==> src/rtl/core/fppd_pkg.sv <==
// Shared types and constants for the flow pulse pour detector.
// No dependencies; every other file of the block uses it by scoped names.
`timescale 1ns / 1ps

package fppd_pkg;

    localparam int TIME_WIDTH_DEF  = 32;
    localparam int COUNT_WIDTH_DEF = 32;

    localparam int NOW_WIDTH   = 32;
    localparam int TOTAL_WIDTH = 32;
    localparam int DUR_WIDTH   = 32;
    localparam int KIND_WIDTH  = 2;

    localparam int CFG_INDEX_WIDTH = 1;
    localparam int CFG_DATA_WIDTH  = 16;

    localparam logic [CFG_INDEX_WIDTH-1:0] REG_POUR_DELAY = 1'd0;
    localparam logic [CFG_INDEX_WIDTH-1:0] REG_MIN_POUR   = 1'd1;

    localparam logic [CFG_DATA_WIDTH-1:0] POUR_DELAY_RESET = 16'd1000;
    localparam logic [CFG_DATA_WIDTH-1:0] MIN_POUR_RESET   = 16'd100;

    localparam logic ACT_PULSE = 1'b0;
    localparam logic ACT_CHECK = 1'b1;

    typedef enum logic [KIND_WIDTH-1:0] {
        EV_POURING   = 2'd0,
        EV_NO_POUR   = 2'd1,
        EV_POUR_DONE = 2'd2
    } event_kind_t;

    typedef struct packed {
        logic                 action;
        logic [NOW_WIDTH-1:0] now_ms;
    } item_t;

    typedef struct packed {
        event_kind_t            kind;
        logic [TOTAL_WIDTH-1:0] total;
        logic [DUR_WIDTH-1:0]   duration;
    } result_t;

endpackage

==> src/rtl/core/flow_pulse_pour_detector.sv <==
// Top level of the flow pulse pour detector: input register, session stage, output register.
// Depends on fppd_pkg, fppd_in_reg, fppd_session and fppd_out_reg.
// A request that gives a result passes the input register, then the output register.
// Throughput: one request per cycle; a full output register that is not taken holds the stage.
// Reset clears the counts, session times and handshake state; registers return to 1000 and 100.
`timescale 1ns / 1ps

module flow_pulse_pour_detector
#(
    parameter int TIME_WIDTH  = fppd_pkg::TIME_WIDTH_DEF,
    parameter int COUNT_WIDTH = fppd_pkg::COUNT_WIDTH_DEF
)
(
    input  logic                                    clk,
    input  logic                                    rst_n,
    input  logic                                    in_valid,
    output logic                                    in_ready,
    input  logic                                    action,
    input  logic [fppd_pkg::NOW_WIDTH-1:0]          now_ms,
    output logic                                    out_valid,
    input  logic                                    out_ready,
    output logic [fppd_pkg::KIND_WIDTH-1:0]         event_kind,
    output logic [fppd_pkg::TOTAL_WIDTH-1:0]        pulse_total,
    output logic [fppd_pkg::DUR_WIDTH-1:0]          duration_ms,
    input  logic                                    cfg_valid,
    output logic                                    cfg_ready,
    input  logic [fppd_pkg::CFG_INDEX_WIDTH-1:0]    cfg_index,
    input  logic [fppd_pkg::CFG_DATA_WIDTH-1:0]     cfg_data
);

    logic              item_valid;
    fppd_pkg::item_t   item;
    logic              can_advance;
    logic              advance;
    logic              has_result;
    fppd_pkg::result_t result;
    fppd_pkg::result_t held;

    assign cfg_ready = 1'b1;
    assign advance   = item_valid && can_advance;

    fppd_in_reg u_in_reg
    (
        .clk        (clk),
        .rst_n      (rst_n),
        .in_valid   (in_valid),
        .in_ready   (in_ready),
        .action     (action),
        .now_ms     (now_ms),
        .advance    (advance),
        .item_valid (item_valid),
        .item       (item)
    );

    fppd_session #(
        .TIME_WIDTH  (TIME_WIDTH),
        .COUNT_WIDTH (COUNT_WIDTH)
    ) u_session
    (
        .clk        (clk),
        .rst_n      (rst_n),
        .cfg_write  (cfg_valid && cfg_ready),
        .cfg_index  (cfg_index),
        .cfg_data   (cfg_data),
        .advance    (advance),
        .item       (item),
        .has_result (has_result),
        .result     (result)
    );

    fppd_out_reg u_out_reg
    (
        .clk         (clk),
        .rst_n       (rst_n),
        .load        (advance && has_result),
        .result      (result),
        .out_ready   (out_ready),
        .out_valid   (out_valid),
        .can_advance (can_advance),
        .held        (held)
    );

    assign event_kind  = held.kind;
    assign pulse_total = held.total;
    assign duration_ms = held.duration;

endmodule

==> src/rtl/core/fppd_in_reg.sv <==
// Input register stage of the pour detector: holds one request for the session stage.
// Uses fppd_pkg for the item type.
`timescale 1ns / 1ps

module fppd_in_reg
(
    input  logic                              clk,
    input  logic                              rst_n,
    input  logic                              in_valid,
    output logic                              in_ready,
    input  logic                              action,
    input  logic [fppd_pkg::NOW_WIDTH-1:0]    now_ms,
    input  logic                              advance,
    output logic                              item_valid,
    output fppd_pkg::item_t                   item
);

    logic            valid_reg;
    logic            valid_next;
    fppd_pkg::item_t item_reg;

    assign in_ready = !valid_reg || advance;

    always_comb
    begin
        valid_next = valid_reg;
        if (in_valid && in_ready)
        begin
            valid_next = 1'b1;
        end
        else if (advance)
        begin
            valid_next = 1'b0;
        end
    end

    always_ff @(posedge clk or negedge rst_n)
    begin
        if (!rst_n)
        begin
            valid_reg <= 1'b0;
        end
        else
        begin
            valid_reg <= valid_next;
        end
    end

    always_ff @(posedge clk)
    begin
        if (in_valid && in_ready)
        begin
            item_reg.action <= action;
            item_reg.now_ms <= now_ms;
        end
    end

    assign item_valid = valid_reg;
    assign item       = item_reg;

endmodule

==> src/rtl/core/fppd_session.sv <==
// Session stage: pulse counter, session timing state and configuration registers.
// Uses fppd_pkg for item, result and register index definitions.
`timescale 1ns / 1ps

module fppd_session
#(
    parameter int TIME_WIDTH  = fppd_pkg::TIME_WIDTH_DEF,
    parameter int COUNT_WIDTH = fppd_pkg::COUNT_WIDTH_DEF
)
(
    input  logic                                    clk,
    input  logic                                    rst_n,
    input  logic                                    cfg_write,
    input  logic [fppd_pkg::CFG_INDEX_WIDTH-1:0]    cfg_index,
    input  logic [fppd_pkg::CFG_DATA_WIDTH-1:0]     cfg_data,
    input  logic                                    advance,
    input  fppd_pkg::item_t                         item,
    output logic                                    has_result,
    output fppd_pkg::result_t                       result
);

    localparam logic [COUNT_WIDTH-1:0] COUNT_MAX = {COUNT_WIDTH{1'b1}};

    logic [fppd_pkg::CFG_DATA_WIDTH-1:0] pour_delay_reg;
    logic [fppd_pkg::CFG_DATA_WIDTH-1:0] min_pour_reg;

    logic [COUNT_WIDTH-1:0] raw_reg,     raw_next;
    logic [COUNT_WIDTH-1:0] seen_reg,    seen_next;
    logic                   started_reg, started_next;
    logic [TIME_WIDTH-1:0]  start_reg,   start_next;
    logic [TIME_WIDTH-1:0]  last_reg,    last_next;

    logic [TIME_WIDTH-1:0]  now;
    logic [TIME_WIDTH-1:0]  start_eff;
    logic [TIME_WIDTH-1:0]  idle_time;
    logic [TIME_WIDTH-1:0]  dur;

    assign now       = TIME_WIDTH'(item.now_ms);
    assign start_eff = started_reg ? start_reg : now;
    assign idle_time = now - last_reg;
    assign dur       = now - start_eff;

    always_comb
    begin
        raw_next        = raw_reg;
        seen_next       = seen_reg;
        started_next    = started_reg;
        start_next      = start_reg;
        last_next       = last_reg;
        has_result      = 1'b0;
        result.kind     = fppd_pkg::EV_POURING;
        result.total    = fppd_pkg::TOTAL_WIDTH'(seen_reg);
        result.duration = '0;

        if (item.action == fppd_pkg::ACT_PULSE)
        begin
            // saturate at all ones
            if (raw_reg != COUNT_MAX)
            begin
                raw_next = raw_reg + 1'b1;
            end
        end
        else if (raw_reg != '0)
        begin
            started_next = 1'b1;
            start_next   = start_eff;
            if (raw_reg > seen_reg)
            begin
                last_next    = now;
                seen_next    = raw_reg;
                has_result   = 1'b1;
                result.total = fppd_pkg::TOTAL_WIDTH'(raw_reg);
            end
            else if (idle_time > TIME_WIDTH'(pour_delay_reg))
            begin
                has_result = 1'b1;
                if (fppd_pkg::TOTAL_WIDTH'(seen_reg) < fppd_pkg::TOTAL_WIDTH'(min_pour_reg))
                begin
                    result.kind = fppd_pkg::EV_NO_POUR;
                end
                else
                begin
                    result.kind     = fppd_pkg::EV_POUR_DONE;
                    result.duration = fppd_pkg::DUR_WIDTH'(dur);
                end
                // end of session: drop all counts and times
                raw_next     = '0;
                seen_next    = '0;
                started_next = 1'b0;
                start_next   = '0;
                last_next    = '0;
            end
        end
    end

    always_ff @(posedge clk or negedge rst_n)
    begin
        if (!rst_n)
        begin
            raw_reg     <= '0;
            seen_reg    <= '0;
            started_reg <= 1'b0;
            start_reg   <= '0;
            last_reg    <= '0;
        end
        else if (advance)
        begin
            raw_reg     <= raw_next;
            seen_reg    <= seen_next;
            started_reg <= started_next;
            start_reg   <= start_next;
            last_reg    <= last_next;
        end
    end

    always_ff @(posedge clk or negedge rst_n)
    begin
        if (!rst_n)
        begin
            pour_delay_reg <= fppd_pkg::POUR_DELAY_RESET;
            min_pour_reg   <= fppd_pkg::MIN_POUR_RESET;
        end
        else if (cfg_write)
        begin
            case (cfg_index)
                fppd_pkg::REG_POUR_DELAY: pour_delay_reg <= cfg_data;
                fppd_pkg::REG_MIN_POUR:   min_pour_reg   <= cfg_data;
                default:                  ;
            endcase
        end
    end

endmodule

==> src/rtl/core/fppd_out_reg.sv <==
// Output register of the pour detector: holds one result request until taken.
// Uses fppd_pkg for the result type.
`timescale 1ns / 1ps

module fppd_out_reg
(
    input  logic                clk,
    input  logic                rst_n,
    input  logic                load,
    input  fppd_pkg::result_t   result,
    input  logic                out_ready,
    output logic                out_valid,
    output logic                can_advance,
    output fppd_pkg::result_t   held
);

    logic              valid_reg;
    logic              valid_next;
    fppd_pkg::result_t data_reg;

    assign can_advance = !valid_reg || out_ready;

    always_comb
    begin
        valid_next = valid_reg;
        if (load)
        begin
            valid_next = 1'b1;
        end
        else if (out_ready)
        begin
            valid_next = 1'b0;
        end
    end

    always_ff @(posedge clk or negedge rst_n)
    begin
        if (!rst_n)
        begin
            valid_reg <= 1'b0;
        end
        else
        begin
            valid_reg <= valid_next;
        end
    end

    always_ff @(posedge clk)
    begin
        if (load)
        begin
            data_reg <= result;
        end
    end

    assign out_valid = valid_reg;
    assign held      = data_reg;

endmodule

==> config.mk <==
export PLATFORM = sky130hd
export DESIGN_NAME = flow_pulse_pour_detector
export DESIGN_NICKNAME = d
export VERILOG_FILES = /design/src/rtl/core/fppd_pkg.sv /design/src/rtl/core/flow_pulse_pour_detector.sv /design/src/rtl/core/fppd_in_reg.sv /design/src/rtl/core/fppd_session.sv /design/src/rtl/core/fppd_out_reg.sv
export SDC_FILE = /design/constraint.sdc
export NUM_CORES = 1
export LEC_CHECK = 0
export BUFFER_PORTS_ARGS = -buffer_cell sky130_fd_sc_hd__buf_2
export CAP_MARGIN = 30
export CORE_MARGIN = 5
export CORE_UTILIZATION = 45
export CTS_CLUSTER_DIAMETER = 200
export DETAILED_ROUTE_END_ITERATION = 10
export GPL_TIMING_DRIVEN = 0
export PLACE_DENSITY = 0.66
export SLEW_MARGIN = 25
export SYNTH_ARGS = -nofsm -noshare
export SYNTH_HDL_FRONTEND = slang
export SYNTH_SLANG_ARGS = --single-unit
==> constraint.sdc <==
create_clock -name clk -period 5.2 [get_ports clk]
set_input_delay 0 -clock clk [delete_from_list [all_inputs] [get_ports clk]]
set_output_delay 0 -clock clk [all_outputs]
set_load 0.005 [all_outputs]
# Word level (Yosys, flattened, before mapping)
# Index checks and enable logic that the tools add are counted.
# op_classes
addsub	3
n_reduce_logical	19
eq_ne	4
n_lt_le_gt_ge	3
n_bitwise	4
n_mux	27
# ops
cell	n
$mux W32	14
$mux W64	2
$sub A32 B32 Y32	2
$add A32 B1 Y32 const B	1
$gt A32 B16 Y1	1
$gt A32 B32 Y1	1
$lt A32 B16 Y1	1
$ne A32 B32 Y1 const B	1
$reduce_bool A32 Y1	1
$mux W1	10
$reduce_bool A2 Y1	4
$reduce_and A5 Y1	1
$reduce_or A5 Y1	1
$ne A2 B1 Y1 const B	2
$not A1 Y1	4
$reduce_and A2 Y1	2
$reduce_and A4 Y1	1
$reduce_or A4 Y1	1
$logic_and A1 B1 Y1	3
$reduce_and A3 Y1	1
$logic_not A1 Y1	2
$logic_or A1 B1 Y1	2
$mux W2	1
$ne A2 B2 Y1 const B	1
# word_totals
ff_bits	262
elab_cells	74
in_bits	55

# Depth between registers and ports, before layout
# depth
depth_word	8
ltp_mapped	25

# Modules after synthesis
# A second synthesis with hierarchy kept.
# unflattened
cells_unflattened	1644
hier_area_um2	16051.6
# by_module_without_submodules
mod	instances	area_per_inst_um2	seq_area_each_um2	cells_each
fppd_session	1	12953.7	4040.1	1534
fppd_out_reg	1	2029.4	2006.9	69
fppd_in_reg	1	1044.8	1016.0	37
flow_pulse_pour_detector	1	23.8	0.0	4

# Least setup slack after synthesis
# No wires, ideal clock.
# synth_path
kind	reg-to-reg
from	reg u_in_reg.item_reg, in the netlist u_in_reg.item[8]
to	reg u_out_reg.data_reg, in the netlist u_out_reg.held[0] (enable)
setup_ns	0.420
n_path_buf	1
path_slack_ns	0.436
period_less_slack_ns	4.764
arrival_ns	4.344
t_required_ns	4.780
path_stages_with_launch	22
cell_sequence	edfxtp_1 -> ha_1 -> and3_1 -> and3_1 -> a21oi_1 -> nand2b_1 -> a31oi_1 -> o21bai_1 -> a21oi_1 -> xnor2_1 -> ha_1 -> nand3_1 -> nor2_1 -> nand2_1 -> or3_1 -> o31a_1 -> nor3_1 -> and4_1 -> nand4_2 -> o21ai_2 -> inv_2 -> buf_2
# synth_between
elab_chain_cells	7
# synth_lines
element	line	rtl
start, declared	fppd_in_reg.sv:20	fppd_pkg::item_t item_reg;
$sub A32 B32 Y32	fppd_session.sv:40	assign idle_time = now - last_reg;
$gt A32 B16 Y1	fppd_session.sv:74	else if (idle_time > TIME_WIDTH'(pour_delay_reg))
$mux W1	fppd_session.sv:74	
$mux W1	fppd_session.sv:67	if (raw_reg > seen_reg)
$mux W1	fppd_session.sv:63	else if (raw_reg != '0)
$mux W1	fppd_session.sv:55	if (item.action == fppd_pkg::ACT_PULSE)
$logic_and A1 B1 Y1	flow_pulse_pour_detector.sv:75	.load (advance && has_result),
named net u_out_reg.load	fppd_out_reg.sv:9	input logic load,
end signal, assigned	fppd_out_reg.sv:52	data_reg <= result;
end, declared	fppd_out_reg.sv:19	fppd_pkg::result_t data_reg;
# The timed path passes the listed nets, and every way through them passes these cells.
# A chain may end at the register's enable or synchronous reset.

# Worst setup path after layout
# layout_path
from	reg u_in_reg.item_reg, in the netlist u_in_reg.item[0]
to	reg u_out_reg.data_reg, in the netlist u_out_reg.held[29], data pin
# layout_between
elab_chain_cells	4
word_cells_on_any_way	6
# layout_lines
element	line
$sub A32 B32 Y32	fppd_session.sv:40
$gt A32 B16 Y1	fppd_session.sv:74
$not A1 Y1 (no source line)	--
$reduce_or A5 Y1 (no source line)	--
# Parallel ways exist; a longest one is shown, timed or not.

==> flow_metrics.py <==
metrics = {
    "clock_network": {
        "numCtsBuffers": 31,
        "cts.htree.levels": 1,
        "clk_path_buf_depth": 3,
        "cts_tree": "done",
        "clk_pin_slew_ns": 0.06,
        "clockRootBuffer": "clkbuf_16",
        "insertion_delay_ns": 0.59,
        "clkSinkCount": 262,
    },
    "sta": {
        "hold_viol": 0,
        "slew_headroom_pct": 38.1,
        "hold_ws_ns": 0.128,
        "worstMarginPinSlew_ns": 0.928,
        "period_share_pct": 95.4,
        "tns_ns": 0,
        "setup_viol": 0,
        "slew_violations": 0,
        "period_needed_ns": 4.96,
        "rsz0062_at_grt": "false",
        "clock_skew_ns": 0.0243,
        "timing.fmax_mhz": 202,
    },
    "synth": {
        "synth_edf_count": 99,
        "yosysTopAreaCell": "dfrtp_1",
        "ys_types": 79,
        "synth_nets": 1817,
        "synth_top_area_share_pct": 24.6,
        "postSynth.asyncResetShare_pct": 62.2,
        "syn-cell-area_mm2": 0.0157,
        "syn_inst": 1633,
        "synth.top_cells.by_count": "217 x nand2_1, 154 x dfrtp_1, 140 x o21ai_0",
        "synth-main-ff-cell": "dfrtp_1",
        "yosys_register_bits": 262,
        "syn_avg_cell_area_um2": 9.60,
        "yosysMostFrequentCell": "nand2_1",
        "synth_warnings": 0,
        "synth_seq_area_share_pct": 45.1,
        "synth_area_leaders": "dfrtp_1 25%, edfxtp_1 19%, ha_1 10%",
    },
    "setup_path": {
        "cp_cell_sequence": "inv_2 -> ha_2 -> nor2b_1 -> o31a_1 -> a2111o_1 -> a21boi_2 -> xnor2_1 -> ha_1 -> nand3_1 -> nor2_1 -> nand2_1 -> or3_1 -> o31a_1 -> nor3_1 -> and4_1 -> nand4_4 -> and2_4 -> buf_6 -> nand3b_4 -> clkbuf_16 -> a21oi_1",
        "r2r_cells": 21,
        "critPathLaunchType": "flip-flop",
        "required_ns": 5.52,
        "crit_path_top_delay_cell": "edfxtp_1",
        "cp.arrival_ns": 5.28,
        "path_delay_family": "simple AND/OR/NAND/NOR gates",
        "crit_top_cell": "o31a_1",
        "critPathBufInv": 3,
        "critPathCaptureType": "flip-flop",
        "critPathKind": "reg2reg",
        "cp_max_fo": 7,
        "slowest_delay_ns": 0.49,
        "cp.depth": 21,
    },
    "detailed_routing": {
        "routedWlPerCell_um": 18.2,
        "drt_pass1_iterations": 6,
        "vias": 13135,
        "final_antenna_net_count": 0,
        "routed_wl_mm": 42.6,
        "drc": 0,
        "vias_per_cell": 5.62,
        "first_iter_violations": 883,
    },
    "placed_design": {
        "place_area_mm2": 0.0169,
        "io_buffer_count": 122,
        "placed_cells": 2213,
        "gp_congestion": 0.882,
        "dp_hpwl_mm": 31.1,
    },
    "grt": {
        "globalRouteOverflowTotal": 0,
        "track_usage_pct": 21.5,
        "antenna_found_initial": 2,
        "first_global_vias": 13192,
        "grt_pass1_wl_mm": 68.5,
        "grt_max_degree": 92,
    },
    "cells_and_area": {
        "final_util_pct": 54.7,
        "final_cells": 2338,
        "n_antenna_cell": 0,
        "design_area_mm2": 0.0188,
        "largest_register_ffs": 66,
        "fin_nets": 2042,
        "drive_above_1_share_pct": 14.8,
        "fillers": 3066,
        "syn_to_final_growth_pct": 20.2,
    },
    "flow_run": {
        "max-cap-violations": 0,
    },
    "floorplanning": {
        "die_area_mm2": 0.0387,
        "die_y_um": 197,
        "io_pins": 124,
        "initial_core_util_pct": 45.5,
        "die_x_um": 197,
        "core_area_mm2": 0.0345,
        "std_cell_rows": 68,
    },
    "power": {
        "switchingPower_mw": 4.12,
        "cellPowerDensity_mw_per_mm2": 539,
        "switching_share_pct": 40.6,
        "vdd_drop_max_mv": 0.366,
        "p_leak_nw": 8.31,
        "clkPwrFrac_pct": 22.2,
        "combinationalPowerShare_pct": 48.9,
        "seq_power_share_pct": 28.9,
        "internal_power_mw": 6.03,
    },
    "worst_hold_path": {
        "hp-class": "in2reg",
        "hold_depth": 2,
    },
    "outcome": {
        "status": "finished, final reports clean",
    },
}
-- per-layer routing --
layer  up-vias  global-route usage (%)  routed length (um)
met1      6312                    28.1               18300
met5         -                       0                  23
met2       374                    36.6               20400
met3       109                    3.18                2270
met4         4                    7.73                1650
li1       6336                       -                   -
-- area by class of cell --
type | instances | area [um2] | share of cell area, %
Sequential cell | 262 | 7060 | 37.5
Tap cell | 455 | 569 | 3.02
Inverter | 121 | 457 | 2.42
Buffer | 75 | 422 | 2.24
Timing Repair Buffer | 193 | 1360 | 7.21
Clock buffer | 39 | 920 | 4.88
Clock inverter | 19 | 161 | 0.857
Multi-Input combinational cell | 1174 | 7880 | 41.9
-- power by group through the flow --
stage	combinational, mW	sequential [mW]	clock [mW]
after floorplan	3.50	2.88	0
after global placement	4.59	2.94	0
after detailed placement	4.71	2.95	0
after CTS	4.84	2.91	2.30
after global routing	5.53	2.98	2.38
final	4.96	2.94	2.25
-- cell families after synthesis --
kind of cell / after synthesis / synth area share, %
muxes: 54 / 3.59
buffers and inverters: 197 / 5.35
DFF: 262 / 45.1
other: 1 / 0.0239
xor gates and xnor gates: 50 / 2.79
and+or+nand+nor: 524 / 16.0
adders and majority gates: 129 / 10.4
AOI/OAI and AO/OA: 416 / 16.8
-- cells in the final DEF, fill, tap and decap left out, drive strengths merged, types with 6 or more instances in the layout --
cell type	Yosys	routed
a211o	7	7
a211oi	10	10
a21o	44	44
a21oi	78	78
a31oi	7	7
and2	7	7
and3	14	14
buf	28	161
clkbuf	48	87
clkinv	0	13
dfrtp	154	154
dfstp	9	9
dlygate4sd3	0	59
edfxtp	99	99
ha	127	127
inv	121	123
mux2	18	18
mux2i	36	36
nand2	217	217
nand2b	15	15
nand3	55	55
nand4	34	34
nor2	85	85
nor2b	14	14
nor3	20	20
nor4	18	18
o211ai	7	7
o21a	15	15
o21ai	157	157
o21bai	7	7
o31ai	33	33
or3	6	6
or4	16	16
xnor2	29	29
xor2	21	21
-- through the flow --
stage | power (mW) | worst slack [ns]
after global placement | 7.53 | -1.12
after detailed placement | 7.66 | -0.465
after global routing | 10.9 | 0.00711
after CTS | 10.0 | 0.00688
after floorplan | 6.38 | 0.436
final | 10.1 | 0.238
-- final timing paths --
path / startpoint / endpoint / slack, ns
max in group asynchronous: rst_n / u_session.seen_reg[8] / 3.76
setup / recovery: u_in_reg.item[0] / u_out_reg.held[29] / 0.24
min in group asynchronous: rst_n / u_session.seen_reg[11] / 0.53
hold / removal: now_ms[11] / u_in_reg.item[11] / 0.13
hold reg to reg: u_session.start_reg[14] / u_session.start_reg[14] / 0.47
setup reg to reg: u_in_reg.item[0] / u_out_reg.held[29] / 0.24
-- timing repair --
item	4_1_cts	5_1_grt
resized for setup	15	17
pin swaps	1	11
setup endpoints to repair	160	201
endpoints found under the hold margin	221	0
buffers inserted	4	5
hold buffers	59	0
cloned	0	1
Note: power is estimated with default switching activity, not from simulation.
